<file path="src/design/blpg_pkg.sv">
// ----------------------------------------------------------------------------
// blpg_pkg
// Shared types and constants for the line pixel generator.
// ----------------------------------------------------------------------------
package blpg_pkg;

  localparam int COORD_BITS    = 12;
  localparam int DIM_BITS      = 13;
  localparam int ADDR_BITS     = 24;
  localparam int COLOR_BITS    = 32;
  localparam int ERR_BITS      = 15;
  localparam int IN_DATA_BITS  = 80;
  localparam int OUT_DATA_BITS = 80;

  localparam int QUEUE_DEPTH = 4;
  localparam int QPTR_BITS   = 2;
  localparam int QCNT_BITS   = 3;

  // Operation codes carried in in_tuser.
  localparam logic OP_LOAD = 1'b0;
  localparam logic OP_STEP = 1'b1;

  // Configuration register indexes.
  localparam logic REG_WIDTH  = 1'b0;
  localparam logic REG_HEIGHT = 1'b1;

  // One classified command as it travels from the front end to the engine.
  typedef struct packed {
    logic                  is_load;
    logic                  active;
    logic                  steep;
    logic [COORD_BITS-1:0] major_start;
    logic [COORD_BITS-1:0] major_end;
    logic [COORD_BITS-1:0] minor_start;
    logic                  minor_down;
    logic [COORD_BITS-1:0] major_span;
    logic [COORD_BITS-1:0] minor_span;
    logic [COLOR_BITS-1:0] color;
  } cmd_t;

endpackage

</file>
<file path="src/design/bresenham_line_pixel_generator.sv">
// ----------------------------------------------------------------------------
// bresenham_line_pixel_generator
// Bresenham line rasterizer that emits one framebuffer pixel per step word of an active line.
// ----------------------------------------------------------------------------
// A load word (in_tuser = 0) latches two endpoints and a color and produces
// no pixel; each step word (in_tuser = 1) then produces one pixel of the
// line, the final major-axis endpoint excluded, with out_tlast on the last
// one. Steps with no line in progress are dropped. While out_tready is high,
// the block takes one word per cycle, load or step, and puts out one pixel
// per cycle: the pixel engine retires one queued command each cycle, and a
// pixel passes the queue, the address multiply and the output register. A
// four-entry command queue separates input acceptance from the engine, so
// input keeps flowing while a pixel waits at the output until the queue
// fills. The user must write screen width and height through cfg_ only
// while the block is idle (not enforced); width is the address row stride.
// ----------------------------------------------------------------------------
module bresenham_line_pixel_generator import blpg_pkg::*; #(
  parameter int DEFAULT_WIDTH  = 640,
  parameter int DEFAULT_HEIGHT = 480
) (
  input  logic                     clk,
  input  logic                     rst_n,
  input  logic                     cfg_we,
  input  logic                     cfg_index,
  input  logic [DIM_BITS-1:0]      cfg_wdata,
  input  logic                     in_tvalid,
  output logic                     in_tready,
  // start_x, start_y, end_x, end_y, color
  input  logic [IN_DATA_BITS-1:0]  in_tdata,
  // op
  input  logic                     in_tuser,
  output logic                     out_tvalid,
  input  logic                     out_tready,
  // pixel_x, pixel_y, pixel_address, pixel_color
  output logic [OUT_DATA_BITS-1:0] out_tdata,
  // write_enable
  output logic                     out_tuser,
  output logic                     out_tlast
);

  logic                  queue_full, push, head_valid, pop;
  cmd_t                  push_cmd, head_cmd;
  logic [COORD_BITS-1:0] pix_x, pix_y;
  logic [ADDR_BITS-1:0]  pix_addr;
  logic [COLOR_BITS-1:0] pix_color;

  blpg_front u_front (
    .in_tvalid  (in_tvalid),
    .in_tready  (in_tready),
    .in_tdata   (in_tdata),
    .in_tuser   (in_tuser),
    .queue_full (queue_full),
    .push       (push),
    .cmd        (push_cmd)
  );

  blpg_queue u_queue (
    .clk        (clk),
    .rst_n      (rst_n),
    .push       (push),
    .push_cmd   (push_cmd),
    .full       (queue_full),
    .head_valid (head_valid),
    .head_cmd   (head_cmd),
    .pop        (pop)
  );

  blpg_engine #(
    .DEFAULT_WIDTH  (DEFAULT_WIDTH),
    .DEFAULT_HEIGHT (DEFAULT_HEIGHT)
  ) u_engine (
    .clk              (clk),
    .rst_n            (rst_n),
    .cfg_we           (cfg_we),
    .cfg_index        (cfg_index),
    .cfg_wdata        (cfg_wdata),
    .head_valid       (head_valid),
    .head_cmd         (head_cmd),
    .pop              (pop),
    .out_valid        (out_tvalid),
    .out_ready        (out_tready),
    .out_x            (pix_x),
    .out_y            (pix_y),
    .out_address      (pix_addr),
    .out_color        (pix_color),
    .out_write_enable (out_tuser),
    .out_last         (out_tlast)
  );

  assign out_tdata = {pix_color, pix_addr, pix_y, pix_x};

endmodule

</file>
<file path="src/design/blpg_front.sv">
// ----------------------------------------------------------------------------
// blpg_front
// Accepts input words and classifies them; a load is reduced to major and
// minor axis terms before it is queued.
// ----------------------------------------------------------------------------
module blpg_front import blpg_pkg::*; (
  input  logic                    in_tvalid,
  output logic                    in_tready,
  input  logic [IN_DATA_BITS-1:0] in_tdata,
  input  logic                    in_tuser,
  input  logic                    queue_full,
  output logic                    push,
  output cmd_t                    cmd
);

  logic [COORD_BITS-1:0] x1, y1, x2, y2;
  logic [COORD_BITS-1:0] dx, dy;
  logic                  steep;
  logic [COORD_BITS-1:0] a1, b1, a2, b2;
  logic                  reorder;
  logic [COORD_BITS-1:0] maj_lo, maj_hi, min_lo, min_hi;

  assign x1 = in_tdata[COORD_BITS-1:0];
  assign y1 = in_tdata[2*COORD_BITS-1:COORD_BITS];
  assign x2 = in_tdata[3*COORD_BITS-1:2*COORD_BITS];
  assign y2 = in_tdata[4*COORD_BITS-1:3*COORD_BITS];

  assign in_tready = !queue_full;
  assign push      = in_tvalid && !queue_full;

  always_comb begin
    dx    = (x2 >= x1) ? (x2 - x1) : (x1 - x2);
    dy    = (y2 >= y1) ? (y2 - y1) : (y1 - y2);
    steep = dy > dx;
    a1    = steep ? y1 : x1;
    b1    = steep ? x1 : y1;
    a2    = steep ? y2 : x2;
    b2    = steep ? x2 : y2;
    // Walk the major axis upward.
    reorder = a1 > a2;
    maj_lo  = reorder ? a2 : a1;
    maj_hi  = reorder ? a1 : a2;
    min_lo  = reorder ? b2 : b1;
    min_hi  = reorder ? b1 : b2;

    cmd.is_load     = (in_tuser == OP_LOAD);
    cmd.steep       = steep;
    cmd.major_start = maj_lo;
    cmd.major_end   = maj_hi;
    cmd.minor_start = min_lo;
    cmd.minor_down  = !(min_lo < min_hi);
    cmd.major_span  = maj_hi - maj_lo;
    cmd.minor_span  = steep ? dx : dy;
    cmd.active      = (maj_hi != maj_lo);
    cmd.color       = in_tdata[4*COORD_BITS+COLOR_BITS-1:4*COORD_BITS];
  end

endmodule

</file>
<file path="src/design/blpg_queue.sv">
// ----------------------------------------------------------------------------
// blpg_queue
// Short command queue between the front end and the pixel engine.
// ----------------------------------------------------------------------------
module blpg_queue import blpg_pkg::*; (
  input  logic clk,
  input  logic rst_n,
  input  logic push,
  input  cmd_t push_cmd,
  output logic full,
  output logic head_valid,
  output cmd_t head_cmd,
  input  logic pop
);

  cmd_t                 q_r [QUEUE_DEPTH];
  logic [QPTR_BITS-1:0] wr_ptr_r, wr_ptr_nxt;
  logic [QPTR_BITS-1:0] rd_ptr_r, rd_ptr_nxt;
  logic [QCNT_BITS-1:0] count_r, count_nxt;

  assign full       = (count_r == QCNT_BITS'(QUEUE_DEPTH));
  assign head_valid = (count_r != '0);
  assign head_cmd   = q_r[rd_ptr_r];

  always_comb begin
    wr_ptr_nxt = push ? wr_ptr_r + 1'b1 : wr_ptr_r;
    rd_ptr_nxt = pop  ? rd_ptr_r + 1'b1 : rd_ptr_r;
    count_nxt  = count_r;
    if (push && !pop) begin
      count_nxt = count_r + 1'b1;
    end else if (pop && !push) begin
      count_nxt = count_r - 1'b1;
    end
  end

  always_ff @(posedge clk) begin
    if (!rst_n) begin
      wr_ptr_r <= '0;
      rd_ptr_r <= '0;
      count_r  <= '0;
    end else begin
      wr_ptr_r <= wr_ptr_nxt;
      rd_ptr_r <= rd_ptr_nxt;
      count_r  <= count_nxt;
    end
  end

  always_ff @(posedge clk) begin
    if (push) begin
      q_r[wr_ptr_r] <= push_cmd;
    end
  end

  a_count_bound: assert property (@(posedge clk) disable iff (!rst_n)
    count_r <= QCNT_BITS'(QUEUE_DEPTH))
    else $error("queue count above depth");

  a_no_overflow: assert property (@(posedge clk) disable iff (!rst_n)
    full |-> !push)
    else $error("push into a full queue");

  a_no_underflow: assert property (@(posedge clk) disable iff (!rst_n)
    !head_valid |-> !pop)
    else $error("pop from an empty queue");

endmodule

</file>
<file path="src/design/blpg_engine.sv">
// ----------------------------------------------------------------------------
// blpg_engine
// Line state and Bresenham stepper, followed by an address stage and the
// output register.
// ----------------------------------------------------------------------------
module blpg_engine import blpg_pkg::*; #(
  parameter int DEFAULT_WIDTH  = 640,
  parameter int DEFAULT_HEIGHT = 480
) (
  input  logic                  clk,
  input  logic                  rst_n,
  input  logic                  cfg_we,
  input  logic                  cfg_index,
  input  logic [DIM_BITS-1:0]   cfg_wdata,
  input  logic                  head_valid,
  input  cmd_t                  head_cmd,
  output logic                  pop,
  output logic                  out_valid,
  input  logic                  out_ready,
  output logic [COORD_BITS-1:0] out_x,
  output logic [COORD_BITS-1:0] out_y,
  output logic [ADDR_BITS-1:0]  out_address,
  output logic [COLOR_BITS-1:0] out_color,
  output logic                  out_write_enable,
  output logic                  out_last
);

  localparam int PROD_BITS = DIM_BITS + COORD_BITS;

  logic [DIM_BITS-1:0] width_r, height_r;

  // Line state.
  logic                  active_r, active_nxt;
  logic                  steep_r, steep_nxt;
  logic [COORD_BITS-1:0] major_r, major_nxt;
  logic [COORD_BITS-1:0] major_end_r, major_end_nxt;
  logic [COORD_BITS-1:0] minor_r, minor_nxt;
  logic                  down_r, down_nxt;
  logic [DIM_BITS-1:0]   dmin2_r, dmin2_nxt;
  logic [DIM_BITS-1:0]   back2_r, back2_nxt;
  logic [ERR_BITS-1:0]   err_r, err_nxt;
  logic [COLOR_BITS-1:0] color_r, color_nxt;

  // Address stage and output register.
  logic                  s1_valid_r;
  logic [COORD_BITS-1:0] s1_x_r, s1_y_r;
  logic [ADDR_BITS-1:0]  s1_prod_r;
  logic [COLOR_BITS-1:0] s1_color_r;
  logic                  s1_we_r, s1_last_r;
  logic                  out_valid_r;
  logic [COORD_BITS-1:0] out_x_r, out_y_r;
  logic [ADDR_BITS-1:0]  out_addr_r;
  logic [COLOR_BITS-1:0] out_color_r;
  logic                  out_we_r, out_last_r;

  logic                  s1_ready, s2_ready, fire;
  logic [COORD_BITS-1:0] px, py;
  logic                  is_last, in_screen;
  logic [PROD_BITS-1:0]  prod_full;
  logic [ERR_BITS-1:0]   err_sub, err_alt;
  logic [COORD_BITS-1:0] span_gap;

  assign s2_ready = !out_valid_r || out_ready;
  assign s1_ready = !s1_valid_r || s2_ready;
  // A step without an active line is dropped, so only real pixels wait on
  // the address stage.
  assign pop  = head_valid && (head_cmd.is_load || !active_r || s1_ready);
  assign fire = pop && !head_cmd.is_load && active_r;

  assign px        = steep_r ? minor_r : major_r;
  assign py        = steep_r ? major_r : minor_r;
  assign is_last   = (major_r + 1'b1) == major_end_r;
  assign in_screen = ({1'b0, px} < width_r) && ({1'b0, py} < height_r);
  assign prod_full = {{DIM_BITS{1'b0}}, py} * {{COORD_BITS{1'b0}}, width_r};

  // Both outcomes of the error update are formed in parallel; the sign of
  // the first one selects.
  assign err_sub  = err_r - {{(ERR_BITS-DIM_BITS){1'b0}}, dmin2_r};
  assign err_alt  = err_r + {{(ERR_BITS-DIM_BITS){1'b0}}, back2_r};
  assign span_gap = head_cmd.major_span - head_cmd.minor_span;

  always_comb begin
    active_nxt    = active_r;
    steep_nxt     = steep_r;
    major_nxt     = major_r;
    major_end_nxt = major_end_r;
    minor_nxt     = minor_r;
    down_nxt      = down_r;
    dmin2_nxt     = dmin2_r;
    back2_nxt     = back2_r;
    err_nxt       = err_r;
    color_nxt     = color_r;
    if (pop && head_cmd.is_load) begin
      active_nxt    = head_cmd.active;
      steep_nxt     = head_cmd.steep;
      major_nxt     = head_cmd.major_start;
      major_end_nxt = head_cmd.major_end;
      minor_nxt     = head_cmd.minor_start;
      down_nxt      = head_cmd.minor_down;
      dmin2_nxt     = {head_cmd.minor_span, 1'b0};
      back2_nxt     = {span_gap, 1'b0};
      err_nxt       = {{(ERR_BITS-COORD_BITS){1'b0}}, head_cmd.major_span};
      color_nxt     = head_cmd.color;
    end else if (fire) begin
      major_nxt = major_r + 1'b1;
      if (err_sub[ERR_BITS-1]) begin
        minor_nxt = down_r ? minor_r - 1'b1 : minor_r + 1'b1;
        err_nxt   = err_alt;
      end else begin
        err_nxt = err_sub;
      end
      if (is_last) begin
        active_nxt = 1'b0;
      end
    end
  end

  always_ff @(posedge clk) begin
    if (!rst_n) begin
      width_r  <= DIM_BITS'(DEFAULT_WIDTH);
      height_r <= DIM_BITS'(DEFAULT_HEIGHT);
    end else if (cfg_we) begin
      if (cfg_index == REG_WIDTH) begin
        width_r <= cfg_wdata;
      end
      if (cfg_index == REG_HEIGHT) begin
        height_r <= cfg_wdata;
      end
    end
  end

  always_ff @(posedge clk) begin
    if (!rst_n) begin
      active_r    <= 1'b0;
      s1_valid_r  <= 1'b0;
      out_valid_r <= 1'b0;
    end else begin
      active_r <= active_nxt;
      if (s1_ready) begin
        s1_valid_r <= fire;
      end
      if (s2_ready) begin
        out_valid_r <= s1_valid_r;
      end
    end
  end

  always_ff @(posedge clk) begin
    steep_r     <= steep_nxt;
    major_r     <= major_nxt;
    major_end_r <= major_end_nxt;
    minor_r     <= minor_nxt;
    down_r      <= down_nxt;
    dmin2_r     <= dmin2_nxt;
    back2_r     <= back2_nxt;
    err_r       <= err_nxt;
    color_r     <= color_nxt;
    if (s1_ready) begin
      s1_x_r     <= px;
      s1_y_r     <= py;
      s1_prod_r  <= prod_full[ADDR_BITS-1:0];
      s1_color_r <= color_r;
      s1_we_r    <= in_screen;
      s1_last_r  <= is_last;
    end
    if (s2_ready) begin
      out_x_r     <= s1_x_r;
      out_y_r     <= s1_y_r;
      out_addr_r  <= s1_prod_r + {{(ADDR_BITS-COORD_BITS){1'b0}}, s1_x_r};
      out_color_r <= s1_color_r;
      out_we_r    <= s1_we_r;
      out_last_r  <= s1_last_r;
    end
  end

  assign out_valid        = out_valid_r;
  assign out_x            = out_x_r;
  assign out_y            = out_y_r;
  assign out_address      = out_addr_r;
  assign out_color        = out_color_r;
  assign out_write_enable = out_we_r;
  assign out_last         = out_last_r;

  a_last_ends_line: assert property (@(posedge clk) disable iff (!rst_n)
    (fire && is_last) |=> !active_r)
    else $error("line still active after its last pixel");

  a_error_nonneg: assert property (@(posedge clk) disable iff (!rst_n)
    active_r |-> !err_r[ERR_BITS-1])
    else $error("error term negative on an active line");

  a_stage_held: assert property (@(posedge clk) disable iff (!rst_n)
    (s1_valid_r && !s1_ready) |=> s1_valid_r)
    else $error("address stage lost a pixel under stall");

endmodule
</file>
<file path="config.mk">
export PLATFORM = sky130hd
export DESIGN_NAME = bresenham_line_pixel_generator
export DESIGN_NICKNAME = d
export VERILOG_FILES = /design/src/design/blpg_pkg.sv /design/src/design/bresenham_line_pixel_generator.sv /design/src/design/blpg_front.sv /design/src/design/blpg_queue.sv /design/src/design/blpg_engine.sv
export SDC_FILE = /design/constraint.sdc
export NUM_CORES = 1
export LEC_CHECK = 0
export BUFFER_PORTS_ARGS = -buffer_cell sky130_fd_sc_hd__buf_2
export CORE_UTILIZATION = 48
export DETAILED_ROUTE_END_ITERATION = 16
export GPL_TIMING_DRIVEN = 1
export SYNTH_ARGS = -nofsm -noshare
export SYNTH_HDL_FRONTEND = slang
export SYNTH_SLANG_ARGS = --single-unit
</file>
<file path="constraint.sdc">
create_clock -name clk -period 24.8 [get_ports clk]
set_input_delay 7.44 -clock clk [delete_from_list [all_inputs] [get_ports clk]]
set_output_delay 7.44 -clock clk [all_outputs]
set_load 0.005 [all_outputs]
</file>
# ---- After elaboration in Yosys (flattened, before gate mapping)
# Memory sizes are Yosys's and may differ from the RTL's. A register that Yosys moved wholly into a read port is not among the register bits.
# Index checks and enable logic that the tools add are counted.
dict set report word_totals {
  word_cells 120
  memories 1
  output_inout_bits 84
  in_bits 100
  ram_bits 384
  regBits 309
}
# memory depth width rd rd_ports_with_merged_regs wr line_no
set mem_list {}
lappend mem_list {u_queue.q_r 4 96 1 1 1 blpg_queue.sv:16} ;# cmd_t q_r [QUEUE_DEPTH];
dict set report classes {
  bitwise_logic 2
  n_lt_le_gt_ge 7
  addsub 16
  n_mul 1
  n_reduce_logical 29
  eq_ne 3
  mux 31
}
# cell n
set op_table {}
lappend op_table {{$mux 12} 21}
lappend op_table {{$sub 12x12->12} 6}
lappend op_table {{$lt 12x13->1} 2}
lappend op_table {{$add 12x1->12 const B} 2}
lappend op_table {{$add 24x12->24} 1}
lappend op_table {{$ge 12x12->1} 2}
lappend op_table {{$gt 12x12->1} 2}
lappend op_table {{$mul 12x13->24} 1}
lappend op_table {{$add 15x13->15} 1}
lappend op_table {{$mux 15} 1}
lappend op_table {{$sub 15x13->15} 1}
lappend op_table {{$eq 12x12->1} 1}
lappend op_table {{$lt 12x12->1} 1}
lappend op_table {{$ne 12x12->1} 1}
lappend op_table {{$sub 12x1->12 const B} 1}
lappend op_table {{$logic_and 1x1->1} 8}
lappend op_table {{$logic_not 1->1} 8}
lappend op_table {{$reduce_and 2->1} 4}
lappend op_table {{$reduce_bool 2->1} 4}
lappend op_table {{$mux 3} 2}
lappend op_table {{$mux 1} 5}
lappend op_table {{$add 2x1->2 const B} 2}
lappend op_table {{$logic_or 1x1->1} 4}
lappend op_table {{$mux 2} 2}
lappend op_table {{other kinds (5)} 6}

# ---- Logic depth before layout (Yosys ltp)
# Gate-level depths: netlist (run 1).
dict set report logic_depth {
  word_depth 9
  mapped_depth 57
  ltp_nobuf 48
}

# ---- Hierarchy
# A second synthesis (run 1) with hierarchy kept.
dict set report unflattened {
  hier_cells 3001
  area_unflattened_um2 38072.8
}
# mod cells_each seq_area_each_um2 area_per_inst_um2 n_inst
set by_module_without_submodules {}
lappend by_module_without_submodules {blpg_engine 1648 8718.4 18537.8 1}
lappend by_module_without_submodules {blpg_queue 545 11711.2 14290.0 1}
lappend by_module_without_submodules {blpg_front 808 0.0 5245.0 1}

# ---- Worst setup path after synthesis (run 1)
# No wires, ideal clock.
dict set report synth_timing {
  path_type {input to register}
  from {in in_tdata[24]}
  to {mem u_queue.q_r[0][56] in the netlist's numbering (data pin)}
  n_path_buf 9
  t_required_ns 24.509
  stages 51
  slack_ns 8.034
  arrival_time_ns 16.475
  setup_time_ns 0.291
  path_cell_list {inv_1 -> ha_1 -> inv_1 -> fa_1 -> a21o_1 -> a21o_1 -> a21o_1 -> a21o_1 -> a21oi_1 -> o21bai_1 -> o21ai_0 -> a21oi_1 -> nor2_1 -> clkbuf_1 -> mux2i_1 -> xor2_1 -> ha_1 -> and4_1 -> (+15 left out) -> a21oi_2 -> buf_6 -> buf_4 -> clkbuf_1 -> clkbuf_1 -> o21ai_0 -> mux2i_1 -> ha_1 -> a21oi_1 -> nor2b_1 -> o21ai_0 -> nand2b_1 -> a21oi_1 -> nor2b_1 -> o21ai_0 -> nand2b_1 -> a221oi_1 -> o21ai_0}
}
# item line_no
set synth_lines {}
lappend synth_lines {{from (decl)} bresenham_line_pixel_generator.sv:29} ;# input logic [IN_DATA_BITS-1:0] in_tdata,
lappend synth_lines {{to (decl)} blpg_queue.sv:16}

==> flow_summary_export.csv, run 1 <==
group,metric,value,unit
outcome,outcome,"finished clean",
synth,syn_inst,2828,
final_layout,final_common_cell,"edfxtp_1",
clock_tree,cts.clk_slew.worst_paths,60,ps
die,die-width,279,µm
worst_setup_path,cpPeakStageDelay,740,ps
worst_setup_path,rr_worst_depth,24,
timing,drv_slew,0,
clock_tree,hold_buffers,0,
final_layout,syn2layout_area_growth,12.1,%
timing,fin_crit,17930,ps
worst_setup_path,worstPathMaxFanout,92,
die,dieArea,0.0780,mm²
final_layout,nNetsFinal,3455,
clock_tree,clock_path_buffers,3,
grt,grt_max_degree,93,
clock_tree,ctsHtreeMaxLevel,3,
clock_tree,cts_tree,"built",
synth,ys_seq_elements,694,
grt,grt_overflow,0,
routing,detail-route-antenna-nets,0,
timing,post-route-period-util,72.3,%
power,p_leak,16.2,nW
die,die_h,279,µm
synth,synth_ff_type,"edfxtp_1",
grt,grt_first_pass_wirelength,131,mm
synth,yosysUniqueCellTypes,72,
routing,drc_errors,0,
synth,seq_area_frac_synth,55.3,%
synth,synth_edf_count,653,
hold_path,worstHoldPathCells,0,
placed_design,hpwl,60.2,mm
worst_setup_path,critPathMostFrequentCell,"o21ai_0",
worst_setup_path,worst_setup_path_end_kind,"register",
timing,skew,37.3,ps
clock_tree,insertion_delay,630,ps
die,start_util,48.5,%
power,totalPowerFinal,6.54,mW
timing,setup-tns-final,0,ps
clock_tree,cts_buffers,74,
placed_design,gp_congestion,0.871,
timing,worst-slew-pin-transition,1120,ps
power,power-per-cell-area,158,mW/mm²
clock_tree,cts_root_buf,"clkbuf_16",
power,ir_worst_vdd,0.135,mV
routing,wirelength,84.5,mm
grt,track_usage,21.9,%
final_layout,layout_common_cells,"edfxtp_1 (653), inv_1 (288), nand2_1 (264)",
final_layout,n_fill_cell,6412,
routing,dr.pass1.iters,5,
die,rows,101,
routing,wl_per_cell,20.6,µm
die,io_pins,184,
worst_setup_path,crit_path_start_kind,"input port",
clock_tree,cts_sinks,694,
flow_run,maxCapViolations,0,
synth,synth_area_per_cell,13.1,µm²
grt,grt_pass1_vias,23300,
synth,synthArstFlopShare,0,%
routing,vias_per_cell,5.44,
timing,slew_headroom,25.3,%
final_layout,final_core_utilization,54.4,%
timing,timing.fmax,55.8,MHz
clock_tree,post_cts_resized,0,
placed_design,portBuffers,183,
final_layout,antenna_cells,0,
routing,detail_route.iter0.violations,1607,
synth,yosys_warnings,0,
hold_path,hp-class,"register to register",
worst_setup_path,cp_slowest_cell,"buf_4",
worst_setup_path,crit_arrival,18260,ps
grt,antenna_found_initial,0,
routing,num_vias,22300,
die,core_area,0.0761,mm²
synth,netlist_area,0.0369,mm²
synth,synth_nets,3272,
timing,hold_viol,0,
final_layout,layout-drive-gt1-share,15.1,%
worst_setup_path,crit_type,"input port to register",
clock_tree,postCtsSetupRepairBufs,0,
worst_setup_path,critical_path_required,25130,ps
timing,rsz0062_at_grt,"false",
timing,setup_viol,0,
-- area by class of cell --
cell class | count | area [µm²] | share of cell area [%]
tap | 1030 | 1290 | 3.11
inverter | 291 | 1090 | 2.65
multi-input combinational | 1741 | 15000 | 36.3
sequential | 694 | 20400 | 49.4
clock buffer | 97 | 1980 | 4.78
timing repair buffer | 209 | 1110 | 2.68
clock inverter | 38 | 438 | 1.06
-- stage by stage --
stage | hold slack (ps) | std cells | cell area [µm²] | setup WS [ps]
floorplan | 400 | 2828 | 36900 | 8030
global placement | 401 | 3965 | 39000 | 6700
detailed placement | 405 | 3965 | 39000 | 6380
CTS | 411 | 4100 | 41400 | 7030
global route | 421 | 4100 | 41400 | 5980
finish | 412 | 4100 | 41400 | 6870
-- registers in the layout (all words and copies together), names as in the netlist, 13 cells and up, named ones only --
register and flops:
u_engine.width_r 13, u_engine.height_r 13, u_queue.q_r 384, u_engine.err_r 14, u_engine.out_address 24, u_engine.s1_color_r 32, u_engine.out_color 32, u_engine.s1_prod_r 24
u_engine.color_r 32
-- cell families (layout without fill, tap and decap cells) --
family | after synthesis | count (layout) | share of synthesized area [%]
buffers and inverters | 393 | 635 | 4.04
multiplexers | 160 | 160 | 7.68
XOR/XNOR | 124 | 124 | 2.94
flip-flops | 694 | 694 | 55.3
AO/OA/AOI/OAI | 492 | 492 | 8.45
adder cells (fa/ha/maj) | 346 | 346 | 14.1
AND/OR/NAND/NOR | 619 | 619 | 7.42
-- worst max-delay path, delay by kind of cell --
kind                     cells  cell delay, ps
AO/OA/AOI/OAI               22            4810
adder cells (fa/ha/maj)      5            1740
multiplexers                 2             650
AND/OR/NAND/NOR              9             970
buffers and inverters        7            2380
XOR/XNOR                     1             190
-- power breakdown --
part	switching (mW)	internal, mW	leakage [nW]
clock	0.463	0.615	1.17
sequential	0.151	1.99	6.59
combinational	2.00	1.32	8.48
total	2.61	3.93	16.2
-- Yosys cell counts (13+ instances only) --
cell type,count,area share [%]
edfxtp_1,653,53
inv_1,290,2.9
nand2_1,266,2.7
ha_1,225,7.6
nor2_1,174,1.8
a21oi_1,147,2.0
fa_1,119,6.5
o21ai_0,118,1.6
mux4_2,96,5.9
xnor2_1,78,1.9
clkbuf_1,77,0.78
a21o_1,52,1.1
xor2_1,46,1.1
and2_1,41,0.69
dfxtp_1,41,2.2
a21boi_0,40,0.81
mux2i_1,37,1.0
mux2_2,27,0.82
nand3_1,26,0.35
o21a_1,26,0.53
nor2b_1,23,0.39
o211ai_1,23,0.47
nand2b_1,21,0.36
buf_1,18,0.18
nor3_1,16,0.22
a211oi_1,15,0.30
o21bai_1,15,0.30
a31oi_1,13,0.22
and3_1,13,0.22
nand4_1,13,0.22
-- layer usage --
metal	vias up	track usage [%]	wire (µm)
met5	-	0	0
met4	0	5.95	1720
met3	107	2.99	3480
met2	491	38.4	42300
met1	11200	28.6	37000
li1	10500	-	-
-- final timing paths --
kind / startpoint / endpoint / slack, ps
worst max-delay path: in_tdata[24] / u_queue.q_r[2][56]$_DFFE_PP_ / 6870
worst min-delay path: u_engine.s1_color_r[17]$_DFFE_PP_ / u_engine.out_color[17]$_DFFE_PP_ / 410
worst max register to register: u_engine.steep_r$_DFFE_PP_ / u_engine.s1_prod_r[22]$_DFFE_PP_ / 18140
worst min register to register: u_engine.s1_color_r[17]$_DFFE_PP_ / u_engine.out_color[17]$_DFFE_PP_ / 410
(Power assumes the default switching activity.)
==> run 2, diff against run 1 <==
- clock period: 24.8 -> 18.6 ns (I/O delays scaled with it)
==> flow_summary_export.csv, run 2 (synthesized netlist as in run 1, its figures left out) <==
group,metric,value,unit
die,dieArea,0.0780,mm²
timing,setup_viol,0,
clock_tree,cts_buffers,74,
routing,drc_errors,0,
hold_path,min_to,"u_engine.out_y[4]$_DFFE_PP_",
worst_setup_path,crit_type,"input port to register",
grt,grt_first_pass_wirelength,132,mm
grt,track_usage,22.1,%
clock_tree,cts_sinks,694,
hold_path,hp-class,"register to register",
clock_tree,cts.clk_slew.worst_paths,60,ps
timing,skew,34.1,ps
final_layout,top_register,"u_queue.q_r",
final_layout,layout_common_cells,"edfxtp_1 (653), inv_1 (288), nand2_1 (264)",
routing,wl_met1,37.2,mm
grt,grt_overflow,0,
worst_setup_path,cp_slowest_cell,"buf_4",
power,power-per-cell-area,210,mW/mm²
worst_setup_path,crit_arrival,15930,ps
worst_setup_path,reg2reg_to,"u_engine.s1_prod_r[22]$_DFFE_PP_",
grt,antenna_found_initial,1,
worst_setup_path,rr_startpoint,"u_engine.steep_r$_DFFE_PP_",
placed_design,dp_cells,3965,
grt,grt_pass1_vias,23300,
worst_setup_path,crit_family,"compound AO/OA/AOI/OAI gates",
hold_path,min_from,"u_engine.s1_y_r[4]$_DFFE_PP_",
die,start_util,48.5,%
final_layout,largest_reg_flops,384,
hold_path,worstHoldPathCells,0,
placed_design,portBuffers,183,
routing,vias_per_cell,5.43,
grt,grt_max_degree,79,
outcome,outcome,"finished clean",
placed_design,hpwl,60.5,mm
die,io_pins,184,
routing,wl_met3,3.30,mm
routing,detail_route.iter0.violations,1328,
worst_setup_path,worstPathMaxFanout,78,
worst_setup_path,crit_buf_inv,8,
clock_tree,post_cts_resized,0,
routing,detail-route-antenna-nets,0,
clock_tree,cts_tree,"built",
timing,slew_headroom,26.4,%
routing,num_vias,22300,
timing,worst-slew-pin-transition,1100,ps
routing,dr.pass1.iters,5,
placed_design,gp_congestion,0.886,
clock_tree,insertion_delay,630,ps
clock_tree,ctsHtreeMaxLevel,3,
final_layout,final_common_cell,"edfxtp_1",
die,die-width,279,µm
routing,wirelength,84.5,mm
routing,dr.max_layer_used,"met4",
timing,hold_viol,0,
worst_setup_path,r2r_slack,11460,ps
timing,fin_crit,15610,ps
worst_setup_path,cpPeakStageDelay,640,ps
timing,timing.fmax,64.1,MHz
worst_setup_path,critical_path_required,18920,ps
final_layout,n_fill_cell,6389,
timing,post-route-period-util,83.9,%
final_layout,nNetsFinal,3455,
worst_setup_path,critPathMostFrequentCell,"a21oi_1",
clock_tree,cts_root_buf,"clkbuf_16",
power,p_leak,16.2,nW
worst_setup_path,rr_worst_depth,23,
die,die_h,279,µm
final_layout,layout-drive-gt1-share,15.2,%
clock_tree,hold_buffers,0,
worst_setup_path,worst_setup_path_end_kind,"register",
final_layout,syn2layout_area_growth,12.0,%
timing,drv_slew,0,
worst_setup_path,crit_path_start_kind,"input port",
timing,rsz0062_at_grt,"false",
power,ir_worst_vdd,0.163,mV
clock_tree,clock_path_buffers,3,
routing,wl_per_cell,20.6,µm
die,rows,101,
routing,dr_wl_met2,42.1,mm
flow_run,maxCapViolations,0,
clock_tree,postCtsSetupRepairBufs,0,
final_layout,antenna_cells,0,
die,core_area,0.0761,mm²
timing,setup-tns-final,0,ps
final_layout,instances_no_fill,4099,
==> run 2: how the worst max path moves through the flow <==
stage / startpoint / to / slack, ps / cells after the start
2_1_floorplan: in_tdata[24] / u_queue.q_r[0][56]$_DFFE_PP_ / 3690 / 51
3_3_place_gp: in_tdata[36] / u_queue.q_r[0][56]$_DFFE_PP_ / 2870 / 49
3_5_place_dp: in_tdata[24] / u_queue.q_r[1][56]$_DFFE_PP_ / 2480 / 49
4_1_cts: in_tdata[24] / u_queue.q_r[1][56]$_DFFE_PP_ / 3110 / 49
5_1_grt: in_tdata[24] / u_queue.q_r[1][56]$_DFFE_PP_ / 2070 / 49
6_report: in_tdata[24] / u_queue.q_r[1][56]$_DFFE_PP_ / 2990 / 49
==> run 2: through the flow <==
| step | hold WS (ps) | util (%) | power, mW | area (µm²) | setup slack, ps |
|---|---|---|---|---|---|
| global route | 405 | 54.4 | 9.39 | 41400 | 2070 |
| floorplan | 400 | - | 6.04 | 36900 | 3690 |
| CTS | 393 | 54.4 | 8.79 | 41400 | 3110 |
| detailed placement | 405 | 51.2 | 7.31 | 39000 | 2480 |
| finish | 405 | 54.4 | 8.69 | 41400 | 2990 |
| global placement | 401 | 51.2 | 7.20 | 39000 | 2870 |
==> run 2: cell type report <==
cell class                      instances  area [µm²]  share of cell area [%]
Clock inverter                         40         407                   0.983
Timing Repair Buffer                  209        1110                    2.69
Tap cell                             1030        1290                    3.12
Multi-Input combinational cell       1741       15000                    36.4
Inverter                              291        1090                    2.65
Sequential cell                       694       20400                    49.4
Clock buffer                           94        1990                    4.81
==> run 2: metal layers <==
metal,track usage (%),vias up
li1,-,10500
met1,29.4,11100
met2,38.4,512
met3,2.39,112
met4,6.23,0
met5,0,-
==> run 2: where the power goes <==
group	switching, mW	internal, mW	total (mW)
clock	0.620	0.813	1.43
sequential	0.212	2.66	2.87
combinational	2.63	1.76	4.39
==> run 3, diff against run 2 <==
- PLACE_DENSITY: default -> 0.67
- clock period: 18.6 -> 13.7 ns (I/O delays scaled with it)
==> flow_summary_export.csv, run 3 (synthesized netlist as in run 1, its figures left out) <==
group,metric,value,unit
die,die_h,279,µm
grt,grt_first_pass_wirelength,133,mm
grt,top_usage_layer,"met2",
clock_tree,cts_tree,"built",
die,core_area,0.0761,mm²
routing,detail-route-antenna-nets,0,
worst_setup_path,startpoint,"in_tdata[24]",
die,die-width,279,µm
final_layout,n_fill_cell,6365,
routing,detail_route.iter0.violations,1500,
power,comb_power_share,51.6,%
clock_tree,clock_path_buffers,3,
placed_design,gp_congestion,0.923,
power,pwr-share-clk,15.5,%
die,start_util,48.5,%
timing,rsz0062_at_grt,"false",
die,rows,101,
timing,worst-slew-pin-transition,1050,ps
final_layout,syn2layout_area_growth,12.2,%
outcome,outcome,"finished clean",
worst_setup_path,r2r_slack,6770,ps
clock_tree,cts_root_buf,"clkbuf_16",
power,pwr-share-seq,32.9,%
routing,wl_per_cell,20.5,µm
timing,setup_viol,0,
grt,grt_max_degree,76,
timing,drv_slew,0,
clock_tree,insertion_delay,630,ps
timing,skew,29.8,ps
grt,use_met3,2.80,%
die,dieArea,0.0780,mm²
placed_design,placed_area,0.0392,mm²
final_layout,layout-drive-gt1-share,15.5,%
worst_setup_path,rr_startpoint,"u_engine.steep_r$_DFFE_PP_",
timing,post-route-period-util,94.2,%
final_layout,layout_common_cells,"edfxtp_1 (653), inv_1 (288), nand2_1 (264)",
routing,num_vias,22500,
clock_tree,ctsHtreeMaxLevel,3,
placed_design,hpwl,60.8,mm
worst_setup_path,reg2reg_to,"u_engine.s1_prod_r[22]$_DFFE_PP_",
worst_setup_path,cp_slowest_cell,"fa_1",
worst_setup_path,crit_family,"compound AO/OA/AOI/OAI gates",
worst_setup_path,worst_setup_path_end_kind,"register",
placed_design,portBuffers,183,
final_layout,final_core_utilization,54.5,%
clock_tree,cts_sinks,694,
final_layout,final_common_cell,"edfxtp_1",
routing,vias_per_cell,5.47,
worst_setup_path,cpPeakStageDelay,390,ps
worst_setup_path,critPathMostFrequentCell,"o21ai_0",
timing,hold_viol,0,
worst_setup_path,rr_worst_depth,24,
power,p_leak,16.3,nW
timing,fin_crit,12900,ps
power,ir_worst_vdd,0.185,mV
grt,gr-usage-met1,28.7,%
timing,slew_headroom,29.6,%
final_layout,fin_area,0.0414,mm²
routing,dr.pass1.iters,5,
power,intPower,7.13,mW
routing,drc_errors,0,
power,p_sw,4.68,mW
worst_setup_path,critical_path_required,14010,ps
clock_tree,cts.clk_slew.worst_paths,60,ps
power,power-per-cell-area,285,mW/mm²
worst_setup_path,worstPathMaxFanout,24,
worst_setup_path,crit_arrival,13210,ps
grt,grt_overflow,0,
hold_path,worstHoldPathCells,0,
worst_setup_path,crit_path_start_kind,"input port",
hold_path,min_from,"u_engine.s1_color_r[30]$_DFFE_PP_",
grt,antenna_found_initial,2,
hold_path,hp-class,"register to register",
flow_run,maxCapViolations,0,
power,swShare,39.6,%
timing,timing.fmax,77.5,MHz
clock_tree,cts_buffers,72,
final_layout,nNetsFinal,3480,
grt,grtUsageMet2,38.6,%
routing,wirelength,84.4,mm
final_layout,largest_reg_flops,384,
worst_setup_path,crit_buf_inv,7,
grt,track_usage,22.0,%
grt,grt_pass1_vias,23700,
final_layout,top_register,"u_queue.q_r",
worst_setup_path,crit_type,"input port to register",
hold_path,min_to,"u_engine.out_color[30]$_DFFE_PP_",
die,io_pins,184,
-- run 3: cell count changes in the layout (fill, tap and decap cells not counted), moves of 2 or more --
cell	before	now
buf_12	0	3
buf_4	26	50
clkbuf_1	15	13
clkbuf_16	75	72
clkbuf_8	4	0
clkinv_1	13	25
clkinv_2	13	7
clkinv_4	3	0
clkinvlp_4	0	3
-- run 3: metrics by stage --
stage          hold slack (ps)  setup TNS (ps)  total power [mW]  setup slack (ps)  instances
2_1_floorplan              400               0              8.21               264       2828
3_3_place_gp               401               0              9.80               126       3988
3_5_place_dp               405            -126              9.99             -31.5       3988
4_1_cts                    410               0              11.9               616       4116
5_1_grt                    416               0              12.7               140       4121
6_report                   411               0              11.8               799       4121
-- run 3: repair_timing --
action                     in CTS  in global routing
hold buffers                    0                  0
setup endpoints to repair       0                 16
gates resized for setup         0                  3
buffers inserted                0                  4
-- run 3: final cells by class --
class | instances | area [µm²] | share of cell area, %
clock buffers | 85 | 1850 | 4.47
diodes | 1 | 2.50 | 0.00604
flip-flops and latches | 694 | 20400 | 49.3
clock inverters | 43 | 375 | 0.906
well taps | 1030 | 1290 | 3.11
multi-input cells | 1741 | 15000 | 36.3
repair buffers | 236 | 1350 | 3.26
inverters | 291 | 1100 | 2.65
-- run 3: layer usage --
metal,share of wire [%],vias to the layer above
met2,50,587
met1,43,11300
met5,0.015,-
met4,2.3,2
met3,4.5,130
li1,-,10600
-- run 3: worst max path at each step --
stage / endpoint / slack (ps) / cells after the start
after detailed placement: u_queue.q_r[3][56]$_DFFE_PP_ / -30 / 47
after global routing: u_queue.q_r[1][56]$_DFFE_PP_ / 140 / 46
after CTS: u_queue.q_r[0][56]$_DFFE_PP_ / 620 / 49
after global placement: u_queue.q_r[0][56]$_DFFE_PP_ / 130 / 47
final: u_queue.q_r[3][56]$_DFFE_PP_ / 800 / 47
after floorplan: u_queue.q_r[0][56]$_DFFE_PP_ / 260 / 51
-- run 3: power groups by stage --
stage	clock (mW)	sequential, mW	combinational (mW)
after global routing	1.96	3.95	6.82
after floorplan	0	3.82	4.39
after global placement	0	3.90	5.90
final	1.83	3.89	6.09
after detailed placement	0	3.93	6.05
after CTS	1.87	3.89	6.09
